$ cat config.mk
export PLATFORM = sky130hd
export DESIGN_NAME = cabac_context_initializer
export DESIGN_NICKNAME = d
export VERILOG_FILES = /design/src/hw/rtl/cci_pkg.sv /design/src/hw/rtl/cabac_context_initializer.sv /design/src/hw/rtl/cci_ctx_store.sv /design/src/hw/rtl/cci_calc.sv /design/src/hw/rtl/cci_out_fifo.sv
export VERILOG_INCLUDE_DIRS = /design/src /design/src/hw/rtl
export SDC_FILE = /design/constraint.sdc
export NUM_CORES = 1
export LEC_CHECK = 0
export BUFFER_PORTS_ARGS = -buffer_cell sky130_fd_sc_hd__buf_2
export CAP_MARGIN = 20
export CORE_ASPECT_RATIO = 1.2
export CORE_MARGIN = 10
export CORE_UTILIZATION = 31
export CTS_BUF_LIST = sky130_fd_sc_hd__clkbuf_4 sky130_fd_sc_hd__clkbuf_8
export DETAILED_ROUTE_END_ITERATION = 8
export SLEW_MARGIN = 30
export SYNTH_ARGS = -nofsm -noshare
export SYNTH_HDL_FRONTEND = slang
export SYNTH_SLANG_ARGS = --single-unit
$ cat constraint.sdc
create_clock -name clk -period 11.5 [get_ports clk]
set_input_delay 0.575 -clock clk [delete_from_list [all_inputs] [get_ports clk]]
set_output_delay 0.575 -clock clk [all_outputs]
set_load 0.03 [all_outputs]
$ cat src/hw/rtl/assert_macros.svh
`ifndef ASSERT_MACROS_SVH
`define ASSERT_MACROS_SVH

// Implication checked on the same edge.
`define CCI_ASSERT_IMP(lbl, clk, rst_n, ante, cons, msg) \
	lbl: assert property (@(posedge clk) disable iff (!rst_n) (ante) |-> (cons)) \
		else $error(msg);

// Implication checked on the following edge.
`define CCI_ASSERT_NXT(lbl, clk, rst_n, ante, cons, msg) \
	lbl: assert property (@(posedge clk) disable iff (!rst_n) (ante) |=> (cons)) \
		else $error(msg);

`endif

$ cat src/hw/rtl/cci_pkg.sv
`default_nettype none

package cci_pkg;

	localparam int NUM_GLOBAL_CTX_DEF = 32;
	localparam int NUM_LOCAL_CTX_DEF  = 8;

	localparam int STORE_IDX_W = 6;
	localparam int CTX_W       = 8;
	localparam int TABLE_W     = 64;
	localparam int TOTAL_W     = 32;
	localparam int QP_W        = 6;
	localparam int APB_ADDR_W  = 5;
	localparam int APB_DATA_W  = 64;

	localparam int OUT_FIFO_DEPTH = 4;

	localparam int QP_MAX      = 51;
	localparam int SLOPE_MUL   = 5;
	localparam int SLOPE_BIAS  = 45;
	localparam int OFFSET_BIAS = 16;
	localparam int STATE_MIN   = 1;
	localparam int STATE_MAX   = 126;

	localparam logic OP_WRITE = 1'b0;
	localparam logic OP_START = 1'b1;

	typedef enum logic [1:0] {
		KIND_I = 2'd0,
		KIND_P = 2'd1,
		KIND_B = 2'd2
	} slice_kind_t;

	typedef enum logic [1:0] {
		REG_INIT_I = 2'd0,
		REG_INIT_P = 2'd1,
		REG_INIT_B = 2'd2
	} reg_idx_t;

	typedef enum logic [1:0] {
		ST_IDLE,
		ST_RUN,
		ST_FLUSH
	} seq_state_t;

	typedef struct packed {
		logic [CTX_W-1:0] ctx_state;
		logic             last;
	} res_word_t;

endpackage

`default_nettype wire

$ cat src/hw/rtl/cabac_context_initializer.sv
`default_nettype none

`include "assert_macros.svh"

// CABAC context initializer. Input words with op=0 write one byte of the
// global context store (index past NUM_GLOBAL_CTX ignored) and produce
// no result. A word with op=1 starts a run: on a first slice it emits
// NUM_LOCAL_CTX states computed from the I/P/B init table (P and B swapped by
// swap_init_flag, QP clipped to 0..51); otherwise it replays the NUM_GLOBAL_CTX
// stored bytes. The last word of a run has last_of_run set; emitted_total is
// the 32-bit wrapping count of words emitted including this one. Results
// leave at one per cycle while credit allows and out_ready does not stall,
// through a synchronous store read (or table byte select) and a registered
// slope*QP multiply. After the last issue the pipe drains, and only then is
// the next input word taken, later still if out_ready stalls. A 4-entry
// output queue with credit-based issue absorbs back-pressure. The store is
// cleared at reset by per-entry valid bits, so there is no clearing pass.
// Init tables live at APB byte addresses 0x00 (I), 0x08 (P), 0x10 (B),
// 64 bits each.
module cabac_context_initializer #(
	parameter int NUM_GLOBAL_CTX = cci_pkg::NUM_GLOBAL_CTX_DEF,
	parameter int NUM_LOCAL_CTX  = cci_pkg::NUM_LOCAL_CTX_DEF
) (
	input  logic                            clk,
	input  logic                            arst_n,

	input  logic                            psel,
	input  logic                            penable,
	input  logic                            pwrite,
	input  logic [cci_pkg::APB_ADDR_W-1:0]  paddr,
	input  logic [cci_pkg::APB_DATA_W-1:0]  pwdata,
	output logic [cci_pkg::APB_DATA_W-1:0]  prdata,
	output logic                            pready,

	input  logic                            in_valid,
	output logic                            in_ready,
	input  logic                            op,
	input  logic [cci_pkg::STORE_IDX_W-1:0] store_index,
	input  logic [cci_pkg::CTX_W-1:0]       store_value,
	input  logic                            first_slice,
	input  logic [1:0]                      slice_kind,
	input  logic signed [6:0]               slice_qp,
	input  logic                            swap_init_flag,

	output logic                            out_valid,
	input  logic                            out_ready,
	output logic [cci_pkg::CTX_W-1:0]       context_state,
	output logic                            last_of_run,
	output logic [cci_pkg::TOTAL_W-1:0]     emitted_total
);

	localparam int MAX_N  = (NUM_GLOBAL_CTX > NUM_LOCAL_CTX) ? NUM_GLOBAL_CTX : NUM_LOCAL_CTX;
	localparam int CNT_W  = (MAX_N > 1) ? $clog2(MAX_N) : 1;
	localparam int GIDX_W = (NUM_GLOBAL_CTX > 1) ? $clog2(NUM_GLOBAL_CTX) : 1;
	localparam int LIDX_W = (NUM_LOCAL_CTX > 1) ? $clog2(NUM_LOCAL_CTX) : 1;
	localparam int FCNT_W = $clog2(cci_pkg::OUT_FIFO_DEPTH + 1);
	localparam int CRD_W  = FCNT_W + 1;

	// ---------------- config registers ----------------
	logic [cci_pkg::TABLE_W-1:0] tbl_i_q, tbl_p_q, tbl_b_q;
	cci_pkg::reg_idx_t           cfg_idx;
	logic                        cfg_wr;

	assign pready  = 1'b1;
	assign cfg_idx = cci_pkg::reg_idx_t'(paddr[cci_pkg::APB_ADDR_W-1:3]);
	assign cfg_wr  = psel && penable && pwrite && pready;

	always_ff @(posedge clk or negedge arst_n) begin
		if (!arst_n) begin
			tbl_i_q <= '0;
			tbl_p_q <= '0;
			tbl_b_q <= '0;
		end else if (cfg_wr) begin
			unique case (cfg_idx)
				cci_pkg::REG_INIT_I: tbl_i_q <= pwdata;
				cci_pkg::REG_INIT_P: tbl_p_q <= pwdata;
				cci_pkg::REG_INIT_B: tbl_b_q <= pwdata;
				default: ;
			endcase
		end
	end

	always_comb begin
		unique case (cfg_idx)
			cci_pkg::REG_INIT_I: prdata = tbl_i_q;
			cci_pkg::REG_INIT_P: prdata = tbl_p_q;
			cci_pkg::REG_INIT_B: prdata = tbl_b_q;
			default:             prdata = '0;
		endcase
	end

	// ---------------- input decode ----------------
	logic                        in_acc, start_acc, write_acc;
	cci_pkg::reg_idx_t           sel_d;
	logic [cci_pkg::QP_W-1:0]    qp_clip;

	assign in_acc    = in_valid && in_ready;
	assign start_acc = in_acc && (op == cci_pkg::OP_START);
	assign write_acc = in_acc && (op == cci_pkg::OP_WRITE);

	// table pick; swap flag exchanges P and B, unused kind falls back to I
	always_comb begin
		unique case (cci_pkg::slice_kind_t'(slice_kind))
			cci_pkg::KIND_P: sel_d = swap_init_flag ? cci_pkg::REG_INIT_B : cci_pkg::REG_INIT_P;
			cci_pkg::KIND_B: sel_d = swap_init_flag ? cci_pkg::REG_INIT_P : cci_pkg::REG_INIT_B;
			default:         sel_d = cci_pkg::REG_INIT_I;
		endcase
	end

	always_comb begin
		if (slice_qp[6]) begin
			qp_clip = '0;
		end else if (slice_qp[5:0] > 6'(cci_pkg::QP_MAX)) begin
			qp_clip = 6'(cci_pkg::QP_MAX);
		end else begin
			qp_clip = slice_qp[5:0];
		end
	end

	// ---------------- sequencer ----------------
	cci_pkg::seq_state_t      state_q, state_d;
	logic [CNT_W-1:0]         k_q, run_last_q;
	logic                     first_q;
	cci_pkg::reg_idx_t        sel_q;
	logic [cci_pkg::QP_W-1:0] qp_q;
	logic                     issue, credit_ok, last_issue;
	logic [CRD_W-1:0]         inflight;
	logic [FCNT_W-1:0]        fifo_count;
	logic                     valid_s1, valid_s2;

	// credit: queued words plus words still in the pipe must fit the queue
	assign inflight   = CRD_W'(fifo_count) + CRD_W'(valid_s1) + CRD_W'(valid_s2);
	assign credit_ok  = int'(inflight) < cci_pkg::OUT_FIFO_DEPTH;
	assign last_issue = (k_q == run_last_q);

	always_comb begin
		state_d = state_q;
		unique case (state_q)
			cci_pkg::ST_IDLE:  if (start_acc) state_d = cci_pkg::ST_RUN;
			cci_pkg::ST_RUN:   if (issue && last_issue) state_d = cci_pkg::ST_FLUSH;
			cci_pkg::ST_FLUSH: if (!valid_s1 && !valid_s2) state_d = cci_pkg::ST_IDLE;
			default:           state_d = cci_pkg::ST_IDLE;
		endcase
	end

	always_comb begin
		in_ready = 1'b0;
		issue    = 1'b0;
		unique case (state_q)
			cci_pkg::ST_IDLE: in_ready = 1'b1;
			cci_pkg::ST_RUN:  issue    = credit_ok;
			default: ;
		endcase
	end

	always_ff @(posedge clk or negedge arst_n) begin
		if (!arst_n) begin
			state_q <= cci_pkg::ST_IDLE;
			k_q     <= '0;
		end else begin
			state_q <= state_d;
			if (start_acc) begin
				k_q <= '0;
			end else if (issue) begin
				k_q <= k_q + 1'b1;
			end
		end
	end

	always_ff @(posedge clk) begin
		if (start_acc) begin
			run_last_q <= first_slice ? CNT_W'(NUM_LOCAL_CTX - 1) : CNT_W'(NUM_GLOBAL_CTX - 1);
			first_q    <= first_slice;
			sel_q      <= sel_d;
			qp_q       <= qp_clip;
		end
	end

	// ---------------- stage 1: store read / table byte ----------------
	logic [cci_pkg::TABLE_W-1:0] tbl_cur;
	logic [cci_pkg::CTX_W-1:0]   tbl_byte, byte_s1, store_rdata;
	logic                        last_s1, first_s1;

	always_comb begin
		unique case (sel_q)
			cci_pkg::REG_INIT_P: tbl_cur = tbl_p_q;
			cci_pkg::REG_INIT_B: tbl_cur = tbl_b_q;
			default:             tbl_cur = tbl_i_q;
		endcase
	end

	assign tbl_byte = tbl_cur[8 * k_q[LIDX_W-1:0] +: 8];

	cci_ctx_store #(
		.DEPTH (NUM_GLOBAL_CTX)
	) u_store (
		.clk     (clk),
		.arst_n  (arst_n),
		.wr_en   (write_acc),
		.wr_addr (store_index),
		.wr_data (store_value),
		.rd_en   (issue && !first_q),
		.rd_addr (k_q[GIDX_W-1:0]),
		.rd_data (store_rdata)
	);

	// ---------------- stage 2: multiply / replay byte ----------------
	logic                      last_s2, first_s2;
	logic [cci_pkg::CTX_W-1:0] sbyte_s2, calc_state;

	always_ff @(posedge clk or negedge arst_n) begin
		if (!arst_n) begin
			valid_s1 <= 1'b0;
			valid_s2 <= 1'b0;
		end else begin
			valid_s1 <= issue;
			valid_s2 <= valid_s1;
		end
	end

	always_ff @(posedge clk) begin
		last_s1  <= last_issue;
		first_s1 <= first_q;
		byte_s1  <= tbl_byte;
		last_s2  <= last_s1;
		first_s2 <= first_s1;
		sbyte_s2 <= store_rdata;
	end

	cci_calc u_calc (
		.clk       (clk),
		.init_byte (byte_s1),
		.qp        (qp_q),
		.ctx_state (calc_state)
	);

	// ---------------- output queue ----------------
	cci_pkg::res_word_t push_word, head_word;
	logic               out_acc;

	assign push_word.ctx_state = first_s2 ? calc_state : sbyte_s2;
	assign push_word.last      = last_s2;
	assign out_acc             = out_valid && out_ready;

	cci_out_fifo #(
		.DEPTH (cci_pkg::OUT_FIFO_DEPTH)
	) u_out_fifo (
		.clk       (clk),
		.arst_n    (arst_n),
		.push      (valid_s2),
		.push_word (push_word),
		.pop       (out_acc),
		.valid     (out_valid),
		.word      (head_word),
		.count     (fifo_count)
	);

	// total_q holds count-so-far plus one: the value shown with the next word
	logic [cci_pkg::TOTAL_W-1:0] total_q;

	always_ff @(posedge clk or negedge arst_n) begin
		if (!arst_n) begin
			total_q <= cci_pkg::TOTAL_W'(1);
		end else if (out_acc) begin
			total_q <= total_q + 1'b1;
		end
	end

	assign context_state = head_word.ctx_state;
	assign last_of_run   = head_word.last;
	assign emitted_total = total_q;

	`CCI_ASSERT_NXT(a_start_enters_run, clk, arst_n, start_acc, state_q == cci_pkg::ST_RUN, "start not followed by run")
	`CCI_ASSERT_IMP(a_idle_pipe_empty, clk, arst_n, state_q == cci_pkg::ST_IDLE, !valid_s1 && !valid_s2, "pipe busy while idle")
	`CCI_ASSERT_IMP(a_credit_bound, clk, arst_n, 1'b1, int'(inflight) <= cci_pkg::OUT_FIFO_DEPTH, "credit overrun")

endmodule

`default_nettype wire

$ cat src/hw/rtl/cci_ctx_store.sv
`default_nettype none

module cci_ctx_store #(
	parameter int DEPTH = cci_pkg::NUM_GLOBAL_CTX_DEF,
	localparam int AW = (DEPTH > 1) ? $clog2(DEPTH) : 1
) (
	input  logic                            clk,
	input  logic                            arst_n,
	input  logic                            wr_en,
	input  logic [cci_pkg::STORE_IDX_W-1:0] wr_addr,
	input  logic [cci_pkg::CTX_W-1:0]       wr_data,
	input  logic                            rd_en,
	input  logic [AW-1:0]                   rd_addr,
	output logic [cci_pkg::CTX_W-1:0]       rd_data
);

	logic [cci_pkg::CTX_W-1:0] mem [DEPTH];
	logic [DEPTH-1:0]          vld_q;
	logic [cci_pkg::CTX_W-1:0] rdata_q;
	logic                      rhit_q;
	logic                      wr_hit;

	// writes past the end of the store are dropped
	assign wr_hit = wr_en && (int'(wr_addr) < DEPTH);

	always_ff @(posedge clk) begin
		if (wr_hit) begin
			mem[wr_addr[AW-1:0]] <= wr_data;
		end
		if (rd_en) begin
			rdata_q <= mem[rd_addr];
		end
	end

	// entries never written read as zero
	always_ff @(posedge clk or negedge arst_n) begin
		if (!arst_n) begin
			vld_q  <= '0;
			rhit_q <= 1'b0;
		end else begin
			if (wr_hit) begin
				vld_q[wr_addr[AW-1:0]] <= 1'b1;
			end
			if (rd_en) begin
				rhit_q <= vld_q[rd_addr];
			end
		end
	end

	assign rd_data = rhit_q ? rdata_q : '0;

endmodule

`default_nettype wire

$ cat src/hw/rtl/cci_calc.sv
`default_nettype none

module cci_calc (
	input  logic                       clk,
	input  logic [cci_pkg::CTX_W-1:0]  init_byte,
	input  logic [cci_pkg::QP_W-1:0]   qp,
	output logic [cci_pkg::CTX_W-1:0]  ctx_state
);

	logic signed [7:0]  slope;
	logic signed [7:0]  offset;
	logic signed [13:0] prod_s2;
	logic signed [7:0]  off_s2;
	logic signed [9:0]  sum;
	logic [6:0]         s_clip;
	logic               mps;
	logic [5:0]         idx;

	// slope = hi*5 - 45, offset = lo*8 - 16
	always_comb begin
		slope  = $signed(8'({4'd0, init_byte[7:4]} * 8'(cci_pkg::SLOPE_MUL))
			- 8'(cci_pkg::SLOPE_BIAS));
		offset = $signed({1'b0, init_byte[3:0], 3'b000}) - 8'sd16;
	end

	always_ff @(posedge clk) begin
		prod_s2 <= 14'(slope) * 14'($signed({1'b0, qp}));
		off_s2  <= offset;
	end

	// floor(prod/16) is an arithmetic shift
	always_comb begin
		sum = 10'(prod_s2 >>> 4) + 10'(off_s2);
		if (sum < 10'(cci_pkg::STATE_MIN)) begin
			s_clip = 7'(cci_pkg::STATE_MIN);
		end else if (sum > 10'(cci_pkg::STATE_MAX)) begin
			s_clip = 7'(cci_pkg::STATE_MAX);
		end else begin
			s_clip = sum[6:0];
		end
		mps = s_clip[6];
		// s-64 above the midpoint, 63-s below it
		idx = mps ? s_clip[5:0] : ~s_clip[5:0];
		ctx_state = {idx, mps};
	end

endmodule

`default_nettype wire

$ cat src/hw/rtl/cci_out_fifo.sv
`default_nettype none

`include "assert_macros.svh"

module cci_out_fifo #(
	parameter int DEPTH = cci_pkg::OUT_FIFO_DEPTH,
	localparam int PW = (DEPTH > 1) ? $clog2(DEPTH) : 1,
	localparam int CW = $clog2(DEPTH + 1)
) (
	input  logic               clk,
	input  logic               arst_n,
	input  logic               push,
	input  cci_pkg::res_word_t push_word,
	input  logic               pop,
	output logic               valid,
	output cci_pkg::res_word_t word,
	output logic [CW-1:0]      count
);

	cci_pkg::res_word_t slots [DEPTH];
	logic [PW-1:0]      wr_ptr_q;
	logic [PW-1:0]      rd_ptr_q;
	logic [CW-1:0]      count_q;

	always_ff @(posedge clk) begin
		if (push) begin
			slots[wr_ptr_q] <= push_word;
		end
	end

	always_ff @(posedge clk or negedge arst_n) begin
		if (!arst_n) begin
			wr_ptr_q <= '0;
			rd_ptr_q <= '0;
			count_q  <= '0;
		end else begin
			if (push) begin
				wr_ptr_q <= (int'(wr_ptr_q) == DEPTH - 1) ? '0 : wr_ptr_q + 1'b1;
			end
			if (pop) begin
				rd_ptr_q <= (int'(rd_ptr_q) == DEPTH - 1) ? '0 : rd_ptr_q + 1'b1;
			end
			case ({push, pop})
				2'b10:   count_q <= count_q + 1'b1;
				2'b01:   count_q <= count_q - 1'b1;
				default: count_q <= count_q;
			endcase
		end
	end

	assign valid = (count_q != '0);
	assign word  = slots[rd_ptr_q];
	assign count = count_q;

	`CCI_ASSERT_IMP(a_fifo_no_overflow, clk, arst_n, push && !pop, int'(count_q) < DEPTH, "out fifo overflow")

endmodule

`default_nettype wire

# Word level (Yosys, flattened, before mapping)
# Memories as Yosys holds them, arrays and structs flattened. A register that Yosys moved wholly into a read port is not among the register bits.
# Index checks and enable logic that the tools add are counted.
dict set report word_totals {
  input_bits 102
  n_memories 2
  ram_bits 292
  register_bits 329
  output_inout_bits 108
}
# memory words word_bits read_ports rd_ports_with_merged_regs write_ports line_no
set memory_table {}
lappend memory_table {u_store.mem 32 8 1 1 1 cci_ctx_store.sv:17} ;# logic [cci_pkg::CTX_W-1:0] mem [DEPTH];
lappend memory_table {u_out_fifo.slots 4 9 1 0 1 cci_out_fifo.sv:20} ;# cci_pkg::res_word_t slots [DEPTH];
dict set report op_classes {
  order_cmp 8
  n_bitwise 3
  mux 30
  reduce_logical 24
  eq_ne 16
  addsub 11
  mul 2
  shifts 1
}
# op n
set op_table {}
lappend op_table {{one-hot mux 64 bit (3 select lines)} 1}
lappend op_table {{one-hot mux 64 bit (2 select lines)} 1}
lappend op_table {{indexed part select 64 x 7 -> 8 bit} 1}
lappend op_table {{adder 32 x 1 -> 32 bit, second input constant} 1}
lappend op_table {{OR 32 bit} 1}
lappend op_table {{two-way mux 5 bit} 3}
lappend op_table {{equality test 2 x 1 -> 1 bit, second input constant} 7}
lappend op_table {{multiplier 8 x 7 -> 14 bit} 1}
lappend op_table {{two-way mux 2 bit} 7}
lappend op_table {{two-way mux 7 bit} 2}
lappend op_table {{< comparator 5 x 6 -> 1 bit, second input constant} 2}
lappend op_table {{two-way mux 6 bit} 2}
lappend op_table {{logical AND 1 bit} 11}
lappend op_table {{adder 10 x 8 -> 10 bit} 1}
lappend op_table {{equality test 2 bit, second input constant} 5}
lappend op_table {{> comparator 10 x 8 -> 1 bit, second input constant} 1}
lappend op_table {{< comparator 10 x 2 -> 1 bit, second input constant} 1}
lappend op_table {{two-way mux 1 bit} 8}
lappend op_table {{two-way mux 8 bit} 1}
lappend op_table {{subtractor 7 x 5 -> 8 bit, second input constant} 1}
lappend op_table {{subtractor 7 x 6 -> 8 bit, second input constant} 1}
lappend op_table {{multiplier 4 x 3 -> 7 bit, second input constant} 1}
lappend op_table {{> comparator 6 bit, second input constant} 1}
lappend op_table {{< comparator 6 bit, second input constant} 1}
lappend op_table {{24 further kinds} 33}

# Logic depth before layout (Yosys ltp)
dict set report logic_depth {
  ltp_word 7
  ltp_mapped 21
  depth_no_buf 21
}

# By module
# Synthesis repeated with hierarchy kept, for this count alone.
dict set report unflattened {
  cells_unflattened 1947
  hier_area_um2 28853.9
}
# mod area_per_inst_um2 cells_per_inst instances
set by_module_without_submodules {}
lappend by_module_without_submodules {cabac_context_initializer 12791.0 1017 1}
lappend by_module_without_submodules {cci_ctx_store 11563.6 536 1}
lappend by_module_without_submodules {cci_calc 2786.4 309 1}
lappend by_module_without_submodules {cci_out_fifo 1712.9 85 1}

# Worst setup path after synthesis
# OpenSTA, ideal clock, no wires.
dict set report synth_timing {
  kind {reg-to-reg}
  startpoint {register byte_s1[5] (netlist bit)}
  endpoint {register u_calc.prod_s2[13]}
  path_buffers 0
  stages_incl_launch_ff 21
  synth_period_minus_slack_ns 5.484
  t_arrival_ns 5.364
  slack_ns 6.016
  cell_sequence {dfxtp_1 > ha_1 > ha_1 > inv_1 > fa_1 > o31a_1 > and2_1 > fa_1 > inv_1 > fa_1 > inv_1 > fa_1 > inv_1 > fa_1 > inv_1 > ha_1 > or2_2 > or3_1 > a211oi_1 > o21bai_1 > xnor2_1}
}
dict set report synth_between {
  elab_chain_len 3
}
# element line_no
set synth_rtl {}
lappend synth_rtl {{start, declared} cabac_context_initializer.sv:181} ;# logic [cci_pkg::CTX_W-1:0] tbl_byte, byte_s1, store_rdata;
lappend synth_rtl {{start signal, assigned} cabac_context_initializer.sv:224} ;# byte_s1 <= tbl_byte;
lappend synth_rtl {{multiplier 4 x 3 -> 7 bit} cci_calc.sv:21} ;# slope = $signed(8'({4'd0, init_byte[7:4]} * 8'(cci_pkg::SLOPE_MUL))
lappend synth_rtl {{subtractor 7 x 6 -> 8 bit} cci_calc.sv:22} ;# - 8'(cci_pkg::SLOPE_BIAS));
lappend synth_rtl {{multiplier 8 x 7 -> 14 bit} cci_calc.sv:27} ;# prod_s2 <= 14'(slope) * 14'($signed({1'b0, qp}));
lappend synth_rtl {{end signal, assigned} cci_calc.sv:27}
lappend synth_rtl {{end, declared} cci_calc.sv:12} ;# logic signed [13:0] prod_s2;
# Every way passes these cells.
# A chain may end at the register's enable or synchronous reset.

# Worst setup path in the final report
# Same ends and word-level chain as after synthesis.

==> reports/qor.yml <==
antenna_found_initial: 21
vias_per_cell: 4.95
yosysMostFrequentCell: "edfxtp_1"
drc: 0
dp_hpwl_um: 49800
min_period_ns: 5.88
synth_area_leaders: "edfxtp_1, dfrtp_1, mux4_2, mux2_2, mux2i_1"
worstSetupStartpointType: "flop"
initial_core_util: 0.313
fin_skew_ns: 0.0458
die_h_um: 353
powerDensity_mw_per_mm2: 294
final_cells: 3499
chipWidth_um: 297
final_antenna_net_count: 0
drive_gt1_frac: 0.347
crit_fanout: 6
avgRoutedWirePerCell_um: 21.6
cts_sinks: 618
place_area_mm2: 0.0309
cts.htree.levels: 3
finalCritPeriodShare: 0.511
overflow: 0
place_congestion: 0.800
dr.pass1.iters: 5
worstHoldStart: "first_slice"
syn_nets: 2146
arrival_ns: 6.49
post_cts_resized: 0
critPathLaunch: "byte_s1[5]"
final_util: 0.364
grt_pass1_vias: 18761
numPortBuffers: 205
worst-setup-path-type: "reg -> reg"
yosysTopAreaCell: "edfxtp_1"
path_clk_slew_ns: 0.07
fin_tns_setup_ns: 0
static-leakage-power_uw: 0.0133
finalSetupViolCount: 0
synth-seq-cells: 618
relSlewSlack: 0.342
synthToLayoutAreaGrowth_pct: 16.1
finalWirelength_um: 75700
slew_violations: 0
cts_tree: "done"
max_clock_freq_mhz: 170
maxCapViolations: 0
synth_seq_area_share: 0.590
grt_setup_unrepaired: "false"
synth.top_cell.area_share: 0.326
worst_slew_pin_slew_ns: 0.987
min_path_cells: 1
synth_commonest_cells: "edfxtp_1, dfrtp_1, mux2_2"
ys.warnings.count: 0
rr_startpoint: "byte_s1[5]"
clk_path_buf_depth: 3
synth_area_per_cell_um2: 14.6
postSynth.asyncResetShare: 0.442
reg2reg_depth: 20
grt_usage: 0.142
status: "complete, no violations"
critPathCaptureType: "flop"
placed_cells: 3305
synthDistinctLibCells: 57
nets: 2366
syn_area_mm2: 0.0286
fin_area_mm2: 0.0332
syn_inst: 1956
hold_viol: 0
vias: 17305
required_ns: 12.11
first_iter_violations: 1049
cts_root_buf: "clkbuf_8"
ir_worst_vdd_mv: 0.614
grt_pass1_wl_um: 115000
grt_max_degree: 126
io_pins: 210
cts_made_buffers: 97
core-area_mm2: 0.0911
synth_ff_type: "edfxtp_1"
min_path_type: "in -> reg"
dieArea_mm2: 0.105
insertion_delay_ns: 0.72
synth_edf_count: 310
row_count: 121
[through the flow]
step	setup slack [ns]	power (uW)	hold slack [ns]
floorplan	6.02	6680	0.279
global placement	5.67	7760	0.314
detailed placement	5.60	7850	0.318
CTS	5.58	9900	0.0215
global route	5.24	10600	0.0332
finish	5.62	9740	0.0865
[worst max-delay path, stage by stage (launching register included)]
cell and delay [ns]:
dfxtp_1 0.42, ha_1 0.19, ha_1 0.18, inv_1 0.06
fa_1 0.49, o31a_1 0.39, and2_1 0.25, fa_1 0.54
inv_1 0.12, fa_1 0.55, inv_1 0.06, fa_1 0.53
inv_1 0.06, fa_1 0.50, inv_1 0.04, ha_1 0.21
or2_2 0.29, or3_1 0.30, a211oi_1 0.34, o21bai_1 0.12
xnor2_1 0.13
[cell usage in the layout (no fill, tap or decap), types with 8 or more instances in the layout]
cell	netlist	final
nand2_1	109	108
and2_1	31	31
edfxtp_1	310	310
mux2_2	201	201
dfrtp_1	272	269
a22oi_1	32	32
o21ai_0	72	72
a21oi_1	41	41
nor2_2	0	12
dfxtp_1	35	35
nand2b_1	10	10
ha_1	52	50
nor3_1	11	11
inv_1	75	75
diode_2	0	9
a31oi_1	8	8
xor2_1	27	27
or2_2	36	36
clkinv_1	0	9
mux4_2	122	122
xnor2_1	35	35
buf_4	8	16
fa_1	36	36
clkbuf_8	0	113
a211oi_1	19	19
clkinv_2	0	13
clkbuf_4	0	37
buf_2	14	203
a22o_1	33	33
and3_1	9	8
nor2b_1	26	25
nand3_1	20	20
nor2_1	104	92
mux2i_1	73	73
[cell type report]
cell class / instances / area, um2
antenna: 9 / 22.5
clock buffer: 150 / 1830
clock inverter: 33 / 314
fill: 8718 / 58000
inverter: 75 / 282
multi-input combinational: 1158 / 11100
sequential: 618 / 16900
tap: 1230 / 1540
timing repair buffer: 226 / 1230
[where the power goes]
group | leakage (uW) | switching [uW] | total (uW) | internal [uW]
Clock | 0.00114 | 898 | 2020 | 1120
Sequential | 0.00652 | 339 | 3070 | 2730
Combinational | 0.00558 | 2490 | 4650 | 2160
Total | 0.0133 | 3720 | 9740 | 6010
[state kept, by name (all words and copies together) (netlist names), 2 cells and up]
| signal | flops |
|---|---|
| u_calc.prod_s2 | 10 |
| byte_s1 | 8 |
| u_calc.off_s2 | 5 |
| sbyte_s2 | 8 |
| sel_q | 2 |
| qp_q | 6 |
| u_store.rdata_q | 8 |
| k_q | 5 |
| tbl_p_q | 64 |
| u_out_fifo.count | 3 |
| u_out_fifo.wr_ptr_q | 2 |
| tbl_i_q | 64 |
| emitted_total | 32 |
| u_store.vld_q | 32 |
| tbl_b_q | 64 |
| u_store.mem | 256 |
| u_out_fifo.rd_ptr_q | 2 |
| u_out_fifo.slots | 36 |
| state_q | 2 |
[worst paths after layout]
| check | end | slack (ns) |
|---|---|---|
| hold reg to reg | first_s2 | 0.31 |
| max in group asynchronous | k_q[1] | 9.54 |
| min in group asynchronous | tbl_i_q[39] | 0.38 |
| setup reg to reg | u_calc.prod_s2[13] | 5.62 |
| hold / removal | first_q | 0.09 |
| setup / recovery | u_calc.prod_s2[13] | 5.62 |
[cell families (layout without fill, tap and decap cells)]
group	count (synthesis)	after routing	share of synthesized area
compound gates	233	233	0.0531
xor+xnor	62	62	0.0190
fa+ha+maj	88	88	0.0480
buf+inv	180	484	0.0256
flops	618	618	0.590
mux	396	396	0.201
other cells	1	10	0.000131
simple gates	378	378	0.0637
[timing repair]
| item | CTS | global route |
|---|---|---|
| hold buffers | 1 | 0 |
| setup buffers | 0 | 0 |
| hold endpoints to repair | 18 | 0 |
| setup endpoints to repair | 0 | 0 |
[per-layer routing]
metal | up-vias | part of all wire | global-route usage
li1 | 7701 | - | -
met1 | 9041 | 0.39 | 0.163
met2 | 412 | 0.53 | 0.253
met3 | 147 | 0.045 | 0.0278
met4 | 4 | 0.034 | 0.0633
met5 | - | 0.00032 | 0
No activity file was read; power rests on OpenSTA's default activity.
